### config.mk
export PLATFORM = sky130hd
export DESIGN_NAME = page_replacement_fifo_lru_top
export DESIGN_NICKNAME = d
export VERILOG_FILES = /design/src/rtl/pgrep_pkg.sv /design/src/rtl/pgrep_ram.sv /design/src/rtl/page_replacement_fifo_lru_top.sv
export SDC_FILE = /design/constraint.sdc
export NUM_CORES = 1
export LEC_CHECK = 0
export ABC_AREA = 1
export BUFFER_PORTS_ARGS = -buffer_cell sky130_fd_sc_hd__buf_4
export CAP_MARGIN = 30
export CORE_MARGIN = 4
export CORE_UTILIZATION = 55
export DETAILED_ROUTE_END_ITERATION = 12
export HOLD_SLACK_MARGIN = 0.15
export PLACE_DENSITY = 0.73
export SYNTH_ARGS = -nofsm -noshare
export SYNTH_HDL_FRONTEND = slang
export SYNTH_HIERARCHICAL = 1
export SYNTH_SLANG_ARGS = --single-unit
### constraint.sdc
create_clock -name clock -period 6.35 [get_ports clock]
set_input_delay 0.3175 -clock clock [delete_from_list [all_inputs] [get_ports clock]]
set_output_delay 0.3175 -clock clock [all_outputs]
set_load 0.01 [all_outputs]
### src/rtl/pgrep_pkg.sv
// Shared types and constants for the page replacement table (FIFO / LRU).
// No dependencies; used by page_replacement_fifo_lru_top.
package pgrep_pkg;

   localparam int NUM_FRAMES_DEF = 8;

   localparam int PAGE_W      = 16;
   localparam int FC_W        = 4;
   localparam int IDX_OUT_W   = 3;
   localparam int CNT_OUT_W   = 16;
   localparam int STAMP_W     = 32;
   localparam int CSR_DATA_W  = 32;
   localparam int CSR_ADDR_W  = 3;
   localparam int CMP_W       = 8;

   localparam logic [FC_W-1:0]      FRAME_COUNT_RST = 4'd8;
   localparam logic [CNT_OUT_W-1:0] COUNT_MAX       = 16'hFFFF;
   localparam logic [STAMP_W-1:0]   STAMP_MAX       = 32'hFFFF_FFFF;

   // register index, taken from paddr bit 2
   localparam logic REG_FRAME_COUNT = 1'b0;
   localparam logic REG_POLICY_MODE = 1'b1;

   localparam logic POLICY_FIFO = 1'b0;
   localparam logic POLICY_LRU  = 1'b1;

   typedef enum logic [1:0] {
      ST_IDLE,
      ST_SEARCH,
      ST_UPDATE
   } state_type;

endpackage

### src/rtl/pgrep_ram.sv
// Generic single-write, single-read RAM with registered read data.
// No dependencies.
module pgrep_ram #(
   parameter int WIDTH = 16,
   parameter int DEPTH = 8
) (
   input  logic                                     clock,
   input  logic                                     wr_en,
   input  logic [(DEPTH > 1 ? $clog2(DEPTH) : 1)-1:0] wr_addr,
   input  logic [WIDTH-1:0]                         wr_data,
   input  logic                                     rd_en,
   input  logic [(DEPTH > 1 ? $clog2(DEPTH) : 1)-1:0] rd_addr,
   output logic [WIDTH-1:0]                         rd_data
);

   logic [WIDTH-1:0] mem_ff [DEPTH];
   logic [WIDTH-1:0] rd_data_ff;

   always_ff @(posedge clock) begin
      if (wr_en) begin
         mem_ff[wr_addr] <= wr_data;
      end
      if (rd_en) begin
         rd_data_ff <= mem_ff[rd_addr];
      end
   end

   assign rd_data = rd_data_ff;

endmodule

### src/rtl/page_replacement_fifo_lru_top.sv
// Fully associative page-frame table with FIFO or LRU replacement.
// Depends on pgrep_pkg and pgrep_ram (page store and use-stamp store).
//
//   port group | direction | handshake           | carries
//   req_       | in        | req_valid/req_ready | page_number, start_run
//   rsp_       | out       | rsp_valid/rsp_ready | hit, frame_index, evicted_*, counts
//   csr_       | in/out    | APB, pready = 1     | frame_count (0x0), policy_mode (0x4)
//
// A miss passes through an accept step, a scan that reads one frame per cycle
// from the page and stamp RAMs through their registered read ports, and one
// update step that writes the chosen frame.
// A hit in frame k stops the scan early.
// Synchronous active-high reset; no clearing pass, frames are tracked by valid bits.
// The update cycle holds while the previous result waits on rsp_ready; a new
// item is taken as soon as the update is done.
module page_replacement_fifo_lru_top #(
   parameter int NUM_FRAMES = pgrep_pkg::NUM_FRAMES_DEF
) (
   input  logic                              clock,
   input  logic                              reset,

   input  logic                              req_valid,
   output logic                              req_ready,
   input  logic [pgrep_pkg::PAGE_W-1:0]      req_page_number,
   input  logic                              req_start_run,

   output logic                              rsp_valid,
   input  logic                              rsp_ready,
   output logic                              rsp_hit,
   output logic [pgrep_pkg::IDX_OUT_W-1:0]   rsp_frame_index,
   output logic                              rsp_evicted_valid,
   output logic [pgrep_pkg::PAGE_W-1:0]      rsp_evicted_page,
   output logic [pgrep_pkg::CNT_OUT_W-1:0]   rsp_fault_count,
   output logic [pgrep_pkg::CNT_OUT_W-1:0]   rsp_access_count,

   input  logic                              csr_psel,
   input  logic                              csr_penable,
   input  logic                              csr_pwrite,
   input  logic [pgrep_pkg::CSR_ADDR_W-1:0]  csr_paddr,
   input  logic [pgrep_pkg::CSR_DATA_W-1:0]  csr_pwdata,
   output logic [pgrep_pkg::CSR_DATA_W-1:0]  csr_prdata,
   output logic                              csr_pready
);

   localparam int IDX_W = (NUM_FRAMES > 1) ? $clog2(NUM_FRAMES) : 1;
   localparam int CNT_W = $clog2(NUM_FRAMES + 1);

   // ---------------- configuration registers ----------------
   logic [pgrep_pkg::FC_W-1:0] csr_frame_count_ff, csr_frame_count_in;
   logic                       csr_policy_ff, csr_policy_in;
   logic                       csr_wr;

   assign csr_pready = 1'b1;
   assign csr_wr     = csr_psel && csr_penable && csr_pwrite && csr_pready;

   always_comb begin
      csr_frame_count_in = csr_frame_count_ff;
      csr_policy_in      = csr_policy_ff;
      if (csr_wr) begin
         unique case (csr_paddr[2])
            pgrep_pkg::REG_FRAME_COUNT: csr_frame_count_in = csr_pwdata[pgrep_pkg::FC_W-1:0];
            pgrep_pkg::REG_POLICY_MODE: csr_policy_in      = csr_pwdata[0];
            default: ;
         endcase
      end
   end

   always_comb begin
      unique case (csr_paddr[2])
         pgrep_pkg::REG_FRAME_COUNT:
            csr_prdata = pgrep_pkg::CSR_DATA_W'(csr_frame_count_ff);
         pgrep_pkg::REG_POLICY_MODE:
            csr_prdata = pgrep_pkg::CSR_DATA_W'(csr_policy_ff);
         default:
            csr_prdata = '0;
      endcase
   end

   always_ff @(posedge clock) begin
      if (reset) begin
         csr_frame_count_ff <= pgrep_pkg::FRAME_COUNT_RST;
         csr_policy_ff      <= pgrep_pkg::POLICY_LRU;
      end else begin
         csr_frame_count_ff <= csr_frame_count_in;
         csr_policy_ff      <= csr_policy_in;
      end
   end

   logic             lru;
   logic [CNT_W-1:0] active;
   logic [CNT_W-1:0] last_idx;

   assign lru = (csr_policy_ff == pgrep_pkg::POLICY_LRU);

   always_comb begin
      if (csr_frame_count_ff == '0) begin
         active = CNT_W'(1);
      end else if (pgrep_pkg::CMP_W'(csr_frame_count_ff) > pgrep_pkg::CMP_W'(NUM_FRAMES)) begin
         active = CNT_W'(NUM_FRAMES);
      end else begin
         active = CNT_W'(csr_frame_count_ff);
      end
   end

   assign last_idx = active - CNT_W'(1);

   // ---------------- state ----------------
   pgrep_pkg::state_type state_ff, state_in;

   logic [NUM_FRAMES-1:0]           frame_valid_ff, frame_valid_in;
   logic [NUM_FRAMES-1:0]           stamp_valid_ff, stamp_valid_in;
   logic [pgrep_pkg::STAMP_W-1:0]   use_clock_ff, use_clock_in;
   logic [CNT_W-1:0]                ptr_ff, ptr_in;
   logic [pgrep_pkg::CNT_OUT_W-1:0] faults_ff, faults_in;
   logic [pgrep_pkg::CNT_OUT_W-1:0] accesses_ff, accesses_in;

   logic [pgrep_pkg::PAGE_W-1:0]    page_ff, page_in;
   logic [CNT_W-1:0]                scan_ff, scan_in;
   logic                            data_valid_ff, data_valid_in;
   logic [CNT_W-1:0]                didx_ff, didx_in;
   logic                            hit_ff, hit_in;
   logic [CNT_W-1:0]                slot_ff, slot_in;
   logic [pgrep_pkg::STAMP_W-1:0]   min_ff, min_in;
   logic [pgrep_pkg::PAGE_W-1:0]    victim_ff, victim_in;

   logic                            rsp_valid_ff, rsp_valid_in;
   logic                            rsp_hit_ff;
   logic [pgrep_pkg::IDX_OUT_W-1:0] rsp_frame_index_ff;
   logic                            rsp_evicted_valid_ff;
   logic [pgrep_pkg::PAGE_W-1:0]    rsp_evicted_page_ff;
   logic [pgrep_pkg::CNT_OUT_W-1:0] rsp_fault_count_ff;
   logic [pgrep_pkg::CNT_OUT_W-1:0] rsp_access_count_ff;

   // ---------------- memories ----------------
   logic                          issue;
   logic [pgrep_pkg::PAGE_W-1:0]  page_rd;
   logic [pgrep_pkg::STAMP_W-1:0] stamp_rd;
   logic                          page_wr, stamp_wr;
   logic [CNT_W-1:0]              slot;
   logic [pgrep_pkg::STAMP_W-1:0] stamp_next;

   pgrep_ram #(.WIDTH(pgrep_pkg::PAGE_W), .DEPTH(NUM_FRAMES)) u_page_ram (
      .clock   (clock),
      .wr_en   (page_wr),
      .wr_addr (slot[IDX_W-1:0]),
      .wr_data (page_ff),
      .rd_en   (issue),
      .rd_addr (scan_ff[IDX_W-1:0]),
      .rd_data (page_rd)
   );

   pgrep_ram #(.WIDTH(pgrep_pkg::STAMP_W), .DEPTH(NUM_FRAMES)) u_stamp_ram (
      .clock   (clock),
      .wr_en   (stamp_wr),
      .wr_addr (slot[IDX_W-1:0]),
      .wr_data (stamp_next),
      .rd_en   (issue),
      .rd_addr (scan_ff[IDX_W-1:0]),
      .rd_data (stamp_rd)
   );

   // ---------------- shared compare unit ----------------
   logic                          req_fire;
   logic                          upd_go;
   logic                          match;
   logic                          scan_last;
   logic                          take_min;
   logic [pgrep_pkg::STAMP_W-1:0] stamp_cur;
   logic [CNT_W-1:0]              fifo_slot;
   logic [CNT_W-1:0]              slot_plus;
   logic                          ev_valid;

   assign req_fire  = req_valid && req_ready;
   assign match     = data_valid_ff && frame_valid_ff[didx_ff[IDX_W-1:0]]
                      && (page_rd == page_ff);
   assign scan_last = data_valid_ff && (didx_ff == last_idx);
   // a stamp never written since the run start reads as zero
   assign stamp_cur = stamp_valid_ff[didx_ff[IDX_W-1:0]] ? stamp_rd : '0;
   assign take_min  = (didx_ff == '0) || (stamp_cur < min_ff);
   assign fifo_slot = (ptr_ff >= active) ? '0 : ptr_ff;
   assign slot      = (hit_ff || lru) ? slot_ff : fifo_slot;
   assign slot_plus = slot + CNT_W'(1);
   assign ev_valid  = !hit_ff && frame_valid_ff[slot[IDX_W-1:0]];
   assign stamp_next = (use_clock_ff == pgrep_pkg::STAMP_MAX) ? use_clock_ff
                                                             : use_clock_ff + 1'b1;

   // ---------------- sequencer: next state ----------------
   always_comb begin
      state_in = state_ff;
      unique case (state_ff)
         pgrep_pkg::ST_IDLE: begin
            if (req_fire) begin
               state_in = pgrep_pkg::ST_SEARCH;
            end
         end
         pgrep_pkg::ST_SEARCH: begin
            if (match || scan_last) begin
               state_in = pgrep_pkg::ST_UPDATE;
            end
         end
         pgrep_pkg::ST_UPDATE: begin
            if (upd_go) begin
               state_in = pgrep_pkg::ST_IDLE;
            end
         end
         default: state_in = pgrep_pkg::ST_IDLE;
      endcase
   end

   // ---------------- sequencer: outputs ----------------
   always_comb begin
      req_ready = 1'b0;
      issue     = 1'b0;
      upd_go    = 1'b0;
      unique case (state_ff)
         pgrep_pkg::ST_IDLE:   req_ready = 1'b1;
         pgrep_pkg::ST_SEARCH: issue     = (scan_ff < active);
         // hold the update while the previous result is still waiting
         pgrep_pkg::ST_UPDATE: upd_go    = !rsp_valid_ff || rsp_ready;
         default: ;
      endcase
   end

   assign page_wr  = upd_go && !hit_ff;
   assign stamp_wr = upd_go && lru;

   // ---------------- datapath next values ----------------
   always_comb begin
      frame_valid_in = frame_valid_ff;
      stamp_valid_in = stamp_valid_ff;
      use_clock_in   = use_clock_ff;
      ptr_in         = ptr_ff;
      faults_in      = faults_ff;
      accesses_in    = accesses_ff;
      page_in        = page_ff;
      scan_in        = scan_ff;
      data_valid_in  = 1'b0;
      didx_in        = scan_ff;
      hit_in         = hit_ff;
      slot_in        = slot_ff;
      min_in         = min_ff;
      victim_in      = victim_ff;
      rsp_valid_in   = rsp_valid_ff && !rsp_ready;

      if (req_fire) begin
         page_in = req_page_number;
         scan_in = '0;
         hit_in  = 1'b0;
         if (req_start_run) begin
            frame_valid_in = '0;
            stamp_valid_in = '0;
            use_clock_in   = '0;
            ptr_in         = '0;
            faults_in      = '0;
            accesses_in    = pgrep_pkg::CNT_OUT_W'(1);
         end else if (accesses_ff != pgrep_pkg::COUNT_MAX) begin
            accesses_in = accesses_ff + 1'b1;
         end
      end

      if (issue) begin
         scan_in       = scan_ff + CNT_W'(1);
         data_valid_in = 1'b1;
      end

      if (state_ff == pgrep_pkg::ST_SEARCH && data_valid_ff) begin
         if (match) begin
            hit_in  = 1'b1;
            slot_in = didx_ff;
         end else if (lru && take_min) begin
            slot_in   = didx_ff;
            min_in    = stamp_cur;
            victim_in = page_rd;
         end else if (!lru && didx_ff == fifo_slot) begin
            victim_in = page_rd;
         end
      end

      if (upd_go) begin
         rsp_valid_in = 1'b1;
         if (lru) begin
            use_clock_in = stamp_next;
            stamp_valid_in[slot[IDX_W-1:0]] = 1'b1;
         end
         if (!hit_ff) begin
            frame_valid_in[slot[IDX_W-1:0]] = 1'b1;
            if (faults_ff != pgrep_pkg::COUNT_MAX) begin
               faults_in = faults_ff + 1'b1;
            end
            if (!lru) begin
               ptr_in = (slot_plus >= active) ? '0 : slot_plus;
            end
         end
      end
   end

   always_ff @(posedge clock) begin
      if (reset) begin
         state_ff       <= pgrep_pkg::ST_IDLE;
         frame_valid_ff <= '0;
         stamp_valid_ff <= '0;
         use_clock_ff   <= '0;
         ptr_ff         <= '0;
         faults_ff      <= '0;
         accesses_ff    <= '0;
         data_valid_ff  <= 1'b0;
         rsp_valid_ff   <= 1'b0;
      end else begin
         state_ff       <= state_in;
         frame_valid_ff <= frame_valid_in;
         stamp_valid_ff <= stamp_valid_in;
         use_clock_ff   <= use_clock_in;
         ptr_ff         <= ptr_in;
         faults_ff      <= faults_in;
         accesses_ff    <= accesses_in;
         data_valid_ff  <= data_valid_in;
         rsp_valid_ff   <= rsp_valid_in;
      end
   end

   always_ff @(posedge clock) begin
      page_ff   <= page_in;
      scan_ff   <= scan_in;
      didx_ff   <= didx_in;
      hit_ff    <= hit_in;
      slot_ff   <= slot_in;
      min_ff    <= min_in;
      victim_ff <= victim_in;
      if (upd_go) begin
         rsp_hit_ff           <= hit_ff;
         rsp_frame_index_ff   <= pgrep_pkg::IDX_OUT_W'(slot);
         rsp_evicted_valid_ff <= ev_valid;
         rsp_evicted_page_ff  <= ev_valid ? victim_ff : '0;
         rsp_fault_count_ff   <= faults_in;
         rsp_access_count_ff  <= accesses_ff;
      end
   end

   assign rsp_valid         = rsp_valid_ff;
   assign rsp_hit           = rsp_hit_ff;
   assign rsp_frame_index   = rsp_frame_index_ff;
   assign rsp_evicted_valid = rsp_evicted_valid_ff;
   assign rsp_evicted_page  = rsp_evicted_page_ff;
   assign rsp_fault_count   = rsp_fault_count_ff;
   assign rsp_access_count  = rsp_access_count_ff;

   // ---------------- assertions ----------------
   a_rsp_after_update: assert property (@(posedge clock) disable iff (reset)
      $rose(rsp_valid_ff) |-> $past(state_ff) == pgrep_pkg::ST_UPDATE)
      else $error("result raised outside the update step");

   a_scan_bound: assert property (@(posedge clock) disable iff (reset)
      state_ff == pgrep_pkg::ST_SEARCH |-> scan_ff <= active)
      else $error("scan ran past the frames in use");

   a_hit_no_evict: assert property (@(posedge clock) disable iff (reset)
      rsp_valid_ff |-> !(rsp_hit_ff && rsp_evicted_valid_ff))
      else $error("eviction reported on a hit");

   a_faults_le_accesses: assert property (@(posedge clock) disable iff (reset)
      rsp_valid_ff |-> rsp_fault_count_ff <= rsp_access_count_ff)
      else $error("more faults than accesses");

   a_clock_monotonic: assert property (@(posedge clock) disable iff (reset)
      !req_fire |=> use_clock_ff >= $past(use_clock_ff))
      else $error("use clock went backward without a run start");

endmodule
# --- Word-level counts from Yosys, hierarchy flattened ---
# Memories as Yosys holds them, arrays and structs flattened. A register that Yosys moved wholly into a read port is not among the register bits.
# Cells that the tools add are included.
# W data, S select, Z words.
op_classes:
  muxes: 62
  add_sub_neg: 6
  mul: 0
  n_shift: 0
  n_bitwise: 4
  div: 0
  reduce_logical: 36
  order_cmp: 8
  n_eq_ne: 11
op_table:
  columns: ["cell", "n"]
  rows:
  - ["$mux W32", 6]
  - ["$mux W16", 9]
  - ["$mux W8", 8]
  - ["$pmux W32 S2", 1]
  - ["$mux W4", 14]
  - ["$add A16 B1 Y16 const B", 2]
  - ["$add A32 B1 Y32 const B", 1]
  - ["$eq A32 B32 Y1 const B", 1]
  - ["$lt A32 B32 Y1", 1]
  - ["$ne A16 B16 Y1 const B", 2]
  - ["$eq A16 B16 Y1", 1]
  - ["$mux W1", 16]
  - ["$or A8 B8 Y8", 2]
  - ["$logic_and A1 B1 Y1", 14]
  - ["$bmux W1 S3", 3]
  - ["$reduce_and A3 Y1", 3]
  - ["$add A4 B1 Y4 const B", 2]
  - ["$eq A4 B4 Y1", 2]
  - ["$ge A4 B4 Y1", 2]
  - ["$logic_not A4 Y1", 2]
  - ["$lt A3 B4 Y1 const B", 2]
  - ["$reduce_and A2 Y1", 4]
  - ["$reduce_bool A2 Y1", 4]
  - ["$mux W2", 3]
  - ["other kinds (13)", 22]
word_totals:
  input_bits: 59
  mem_bits_ro: 0
  n_memories: 2
  regBits: 223
  ram_bits: 384
  latch_bits: 0
memory_table:
  columns: ["memory", "words", "width", "rd", "rd_ports_with_merged_regs", "wr", "line", "rtl"]
  rows:
  - ["u_stamp_ram.mem_ff", 8, 32, 1, 1, 1, "pgrep_ram.sv:16", "logic [WIDTH-1:0] mem_ff [DEPTH];"]
  - ["u_page_ram.mem_ff", 8, 16, 1, 1, 1, "pgrep_ram.sv:16", null]

# --- Depth between registers and ports, before layout ---
depth:
  word_depth: 13
  ltp_mapped: 23
  depth_no_buf: 21

# --- Modules after synthesis ---
# Netlist, hierarchy kept.
modules_own_cells:
  columns: ["module", "seq_area_each_um2", "cells_per_inst", "n_inst", "area_each_um2"]
  rows:
  - ["pgrep_ram (u_stamp_ram)", 8648.3, 1156, 1, 12192.9]
  - ["page_replacement_fifo_lru_top", 5715.5, 1319, 1, 11308.3]
  - ["pgrep_ram (u_page_ram)", 4324.1, 587, 1, 6149.6]

# --- Worst setup path after synthesis ---
# No wires, ideal clock.
synth_timing:
  path_kind: "register to register"
  start: "register csr_frame_count_ff[3] (netlist name)"
  end: "register scan_ff[0] (netlist: didx_in[0]) (enable)"
  t_arrival_ns: 5.442
  period_less_slack_ns: 5.768
  path_slack_ns: 0.582
  setup_time_ns: 0.326
  stages_incl_launch_ff: 11
  n_path_buf: 0
  cell_sequence: "dfxtp_1 > inv_1 > nand2_1 > ha_1 > o21ai_0 > inv_1 > o21a_1 > o21a_1 > nor3_1 > inv_1 > nand2_1"
synth_between:
  elab_chain_cells: 6
  word_cells_on_any_way: 7
synth_rtl:
  columns: ["element", "line", "rtl"]
  rows:
  - ["start: declaration", "page_replacement_fifo_lru_top.sv:49", "logic [pgrep_pkg::FC_W-1:0] csr_frame_count_ff, csr_frame_count_in;"]
  - ["start signal: assignment", "page_replacement_fifo_lru_top.sv:81", "csr_frame_count_ff <= pgrep_pkg::FRAME_COUNT_RST;"]
  - ["start signal: assignment", "page_replacement_fifo_lru_top.sv:84", "csr_frame_count_ff <= csr_frame_count_in;"]
  - ["$gt A4 B4 Y1", "page_replacement_fifo_lru_top.sv:98", "end else if (pgrep_pkg::CMP_W'(csr_frame_count_ff) > pgrep_pkg::CMP_W'(NUM_FRAMES)) begin"]
  - ["$mux W4", "page_replacement_fifo_lru_top.sv:98", null]
  - ["$mux W4 *", "page_replacement_fifo_lru_top.sv:96", "if (csr_frame_count_ff == '0) begin"]
  - ["$lt A4 B4 Y1 *", "page_replacement_fifo_lru_top.sv:217", "pgrep_pkg::ST_SEARCH: issue = (scan_ff < active);"]
  - ["$mux W1 *", "page_replacement_fifo_lru_top.sv:215", "unique case (state_ff)"]
  - ["$reduce_bool A2 Y1 (no source line) *", null, null]
  - ["end signal: assignment", "page_replacement_fifo_lru_top.sv:323", "scan_ff <= scan_in;"]
  - ["end: declaration", "page_replacement_fifo_lru_top.sv:118", "logic [CNT_W-1:0] scan_ff, scan_in;"]
# Mark *: on every way between the ends. The rest lies on a longest branch, timed or not.
# A chain may end at the register's enable or synchronous reset.

# --- Final worst setup path ---
layout_timing:
  start: "register didx_ff[0]"
  end: "register victim_ff[11] (netlist name) (enable)"
layout_between:
  elab_chain_cells: 8
  word_cells_on_any_way: 16
layout_rtl:
  columns: ["element", "line", "rtl"]
  rows:
  - ["start: declaration", "page_replacement_fifo_lru_top.sv:120", "logic [CNT_W-1:0] didx_ff, didx_in;"]
  - ["start signal: assignment", "page_replacement_fifo_lru_top.sv:324", "didx_ff <= didx_in;"]
  - ["$bmux W1 S3", "page_replacement_fifo_lru_top.sv:178", "assign stamp_cur = stamp_valid_ff[didx_ff[IDX_W-1:0]] ? stamp_rd : '0;"]
  - ["$mux W1 (implied by the code)", "page_replacement_fifo_lru_top.sv:178", null]
  - ["$mux W32", "page_replacement_fifo_lru_top.sv:178", null]
  - ["named net stamp_cur, one bit", "page_replacement_fifo_lru_top.sv:168", "logic [pgrep_pkg::STAMP_W-1:0] stamp_cur;"]
  - ["$lt A32 B32 Y1", "page_replacement_fifo_lru_top.sv:179", "assign take_min = (didx_ff == '0) || (stamp_cur < min_ff);"]
  - ["$logic_or A1 B1 Y1", "page_replacement_fifo_lru_top.sv:179", null]
  - ["$logic_and A1 B1 Y1", "page_replacement_fifo_lru_top.sv:270", "end else if (lru && take_min) begin"]
  - ["$reduce_bool A2 Y1 (no source line)", null, null]
  - ["$reduce_and A3 Y1 (no source line)", null, null]
  - ["end signal: assignment", "page_replacement_fifo_lru_top.sv:328", "victim_ff <= victim_in;"]
  - ["end: declaration", "page_replacement_fifo_lru_top.sv:124", "logic [pgrep_pkg::PAGE_W-1:0] victim_ff, victim_in;"]
# The timed path passes the listed nets, and every way through them passes these cells. The select of a mux whose other input is x is not followed.

==> results.cfg <==
[sta]
fmax_mhz = 247
fin_setup_tns_ns = 0
fin_ws_ns = 2.30
rsz0062_at_grt = false
finalCritPeriodShare = 0.638
drv_slew = 0
period_needed_ns = 4.05
finalSetupViolations = 0
worst_slew_pin_slew_ns = 1.08
whs_ns = 0.190
hold_violations = 0
max_slew_margin = 0.279
fin_worst_skew_ns = 0.0227

[clocking]
clock_latency_ns = 0.61
cts.sinks = 655
cts_made_buffers = 68
post_cts_buffers = 0
clockRootBuffer = clkbuf_16
cts_buffer_depth = 3
htreeDepth = 3
clk_pin_slew_ns = 0.06
cts_tree = yes

[pwr]
power_density_mw_per_mm2 = 374
power.leakage_nw = 14.6
power.total_mw = 12.5
peakVddDrop_uv = 317

[yosys]
synth-edff-count = 557
netlist_area_mm2 = 0.0297
synth_top_area_cell = edfxtp_1
syn_inst = 3062
synth_seq_cells = 655
ys.warnings.count = 6
synth_most_common_cell = nand2_1
netlist_top_cells_count = 859 x nand2_1, 618 x inv_1, 557 x edfxtp_1
synth_top_area_share = 0.564
async_flop_share = 0
synthDistinctLibCells = 56
synth_ff_type = edfxtp_1
ys_top_cells_by_area = edfxtp_1 56%, nand2_1 11%, inv_1 7.8%, dfxtp_1 6.6%, nand3_1 4.3%
syn-mean-instance-area_um2 = 9.68
yosysSeqAreaShare = 0.630

[placed_design]
hpwl_um = 42000
place_worst_setup_slack_ns = 1.77
dpl_cell_area_mm2 = 0.0308
finalWeightedCongestion = 0.868
numPortBuffers = 87

[worst_setup_path]
path_class = reg2reg
cp.arrival_ns = 4.24
r2r_slack_ns = 2.30
crit_top_cell = nand2_1
cp-start-kind = flop
cp_data_required_time_ns = 6.54
cpPeakStageDelay_ns = 0.54
cp_max_fo = 24
endpoint_kind = flop
crit_chain = inv_1, nand2_1, nand2_1, nand2_1, nand3_1, nand2_1, buf_16, buf_4, nor2_1, ha_1, nand4_1, nor3_1, nor4b_1, nand2_1, nand2_1, nand2_1, nand3_1, nand2_1
cp_slowest_cell = dfxtp_1

[grt]
grt.total_usage = 0.235
grt_pass1_wl_um = 106000
grt.overflow.total = 0
grt_pass1_vias = 20400
antenna_found_initial = 0
grt_start_max_net_pins = 86

[floorplanning]
start_util = 0.560
die_h_um = 240
die_area_mm2 = 0.0577
placeableCoreArea_mm2 = 0.0530
fp-row-count = 84
die_w_um = 240
ios = 147

[final_layout]
areaGrowthSynthToFinish_pct = 12.3
layout.nets = 3287
n_fill_cell = 4171
seq_area_mm2 = 0.0187
final_cell_area_mm2 = 0.0333
multi_input_area_mm2 = 0.00797
antenna_cells = 0
drive_above_1_share = 0.0835

[route]
vias = 20600
firstDrtPassIters = 5
avgRoutedWirePerCell_um = 17.3
totalWireLength_um = 68000
viasPerCell = 5.25
antenna_left = 0
first_iter_violations = 1648
drc = 0

[job]
cap_violations = 0

[worst_hold_path]
hold_path.class = in2reg

[outcome]
outcome = completed
## per-stage QoR
step	instances	util
after floorplan	3089	-
after global placement	3769	0.581
after detailed placement	3771	0.582
after CTS	3921	0.628
after global routing	3922	0.628
final	3922	0.628
## cells by family after synthesis
logic type,after synthesis,synth area share
simple gates,1389,0.197
buf+inv,757,0.107
flops,655,0.630
compound gates,179,0.0365
fa+ha+maj,47,0.0198
xor+xnor,33,0.00975
other cells,2,0.000253
## sequential cells by signal (all words and copies together) (netlist names), 8 cells and up
name and cells:
faults_ff 16, u_page_ram/mem_ff 128, min_ff 32, use_clock_ff 32
victim_ff 16, u_stamp_ram/mem_ff 256, rsp_evicted_page 16, stamp_valid_ff 8
frame_valid_ff 8, page_ff 16, rsp_access_count 16, accesses_ff 16
rsp_fault_count 16, u_page_ram/rd_data 16, u_stamp_ram/rd_data 32
## worst paths after layout
path                                     start                     to  cells past startpoint
worst max-delay path                didx_ff[0]          victim_ff[11]                     18
worst min-delay path              csr_paddr[2]  csr_frame_count_ff[2]                      4
worst max register to register      didx_ff[0]          victim_ff[11]                     18
worst min register to register  accesses_ff[5]    rsp_access_count[5]                      0
## critical path, delay by kind of cell (launching register included)
kind / cells / cell delay [ns]
fa+ha+maj: 1 / 0.30
flops: 1 / 0.54
simple gates: 14 / 2.13
buf+inv: 3 / 0.63
## final cells by class
type | count | share of cell area
inverters | 627 | 0.0708
repair buffers | 152 | 0.0372
well taps | 688 | 0.0259
clock inverters | 40 | 0.0104
flip-flops and latches | 655 | 0.561
clock buffers | 83 | 0.0550
multi-input cells | 1677 | 0.239
## placed cells by master, fill, tap and decap left out, types with 22 or more instances in the layout
cell / instances
a21oi_1: 70
buf_4: 122
clkbuf_16: 69
conb_1: 29
dfxtp_1: 98
dlygate4sd3_1: 27
edfxtp_1: 557
ha_1: 47
inv_1: 617
nand2_1: 859
nand3_1: 252
nand4_1: 22
nor2_1: 153
nor3_1: 37
o21ai_0: 48
## routing by layer
metal,share of wire,global-route usage,wire [um],vias up
met5,0,0,0,-
met4,0.031,0.0857,2100,0
met3,0.066,0.0411,4510,136
met2,0.50,0.407,33800,661
met1,0.41,0.299,27600,9819
li1,-,-,-,9988
## power by group
part           internal, mW  switching (mW)
combinational         0.910            2.19
sequential             5.26           0.226
clock                  2.26            1.62
## repair_timing
action                    in CTS  in global routing
resized for setup              0                  0
hold buffers                  27                  0
hold endpoints to repair      24                  0
Note: power is estimated with default switching activity, not from simulation.
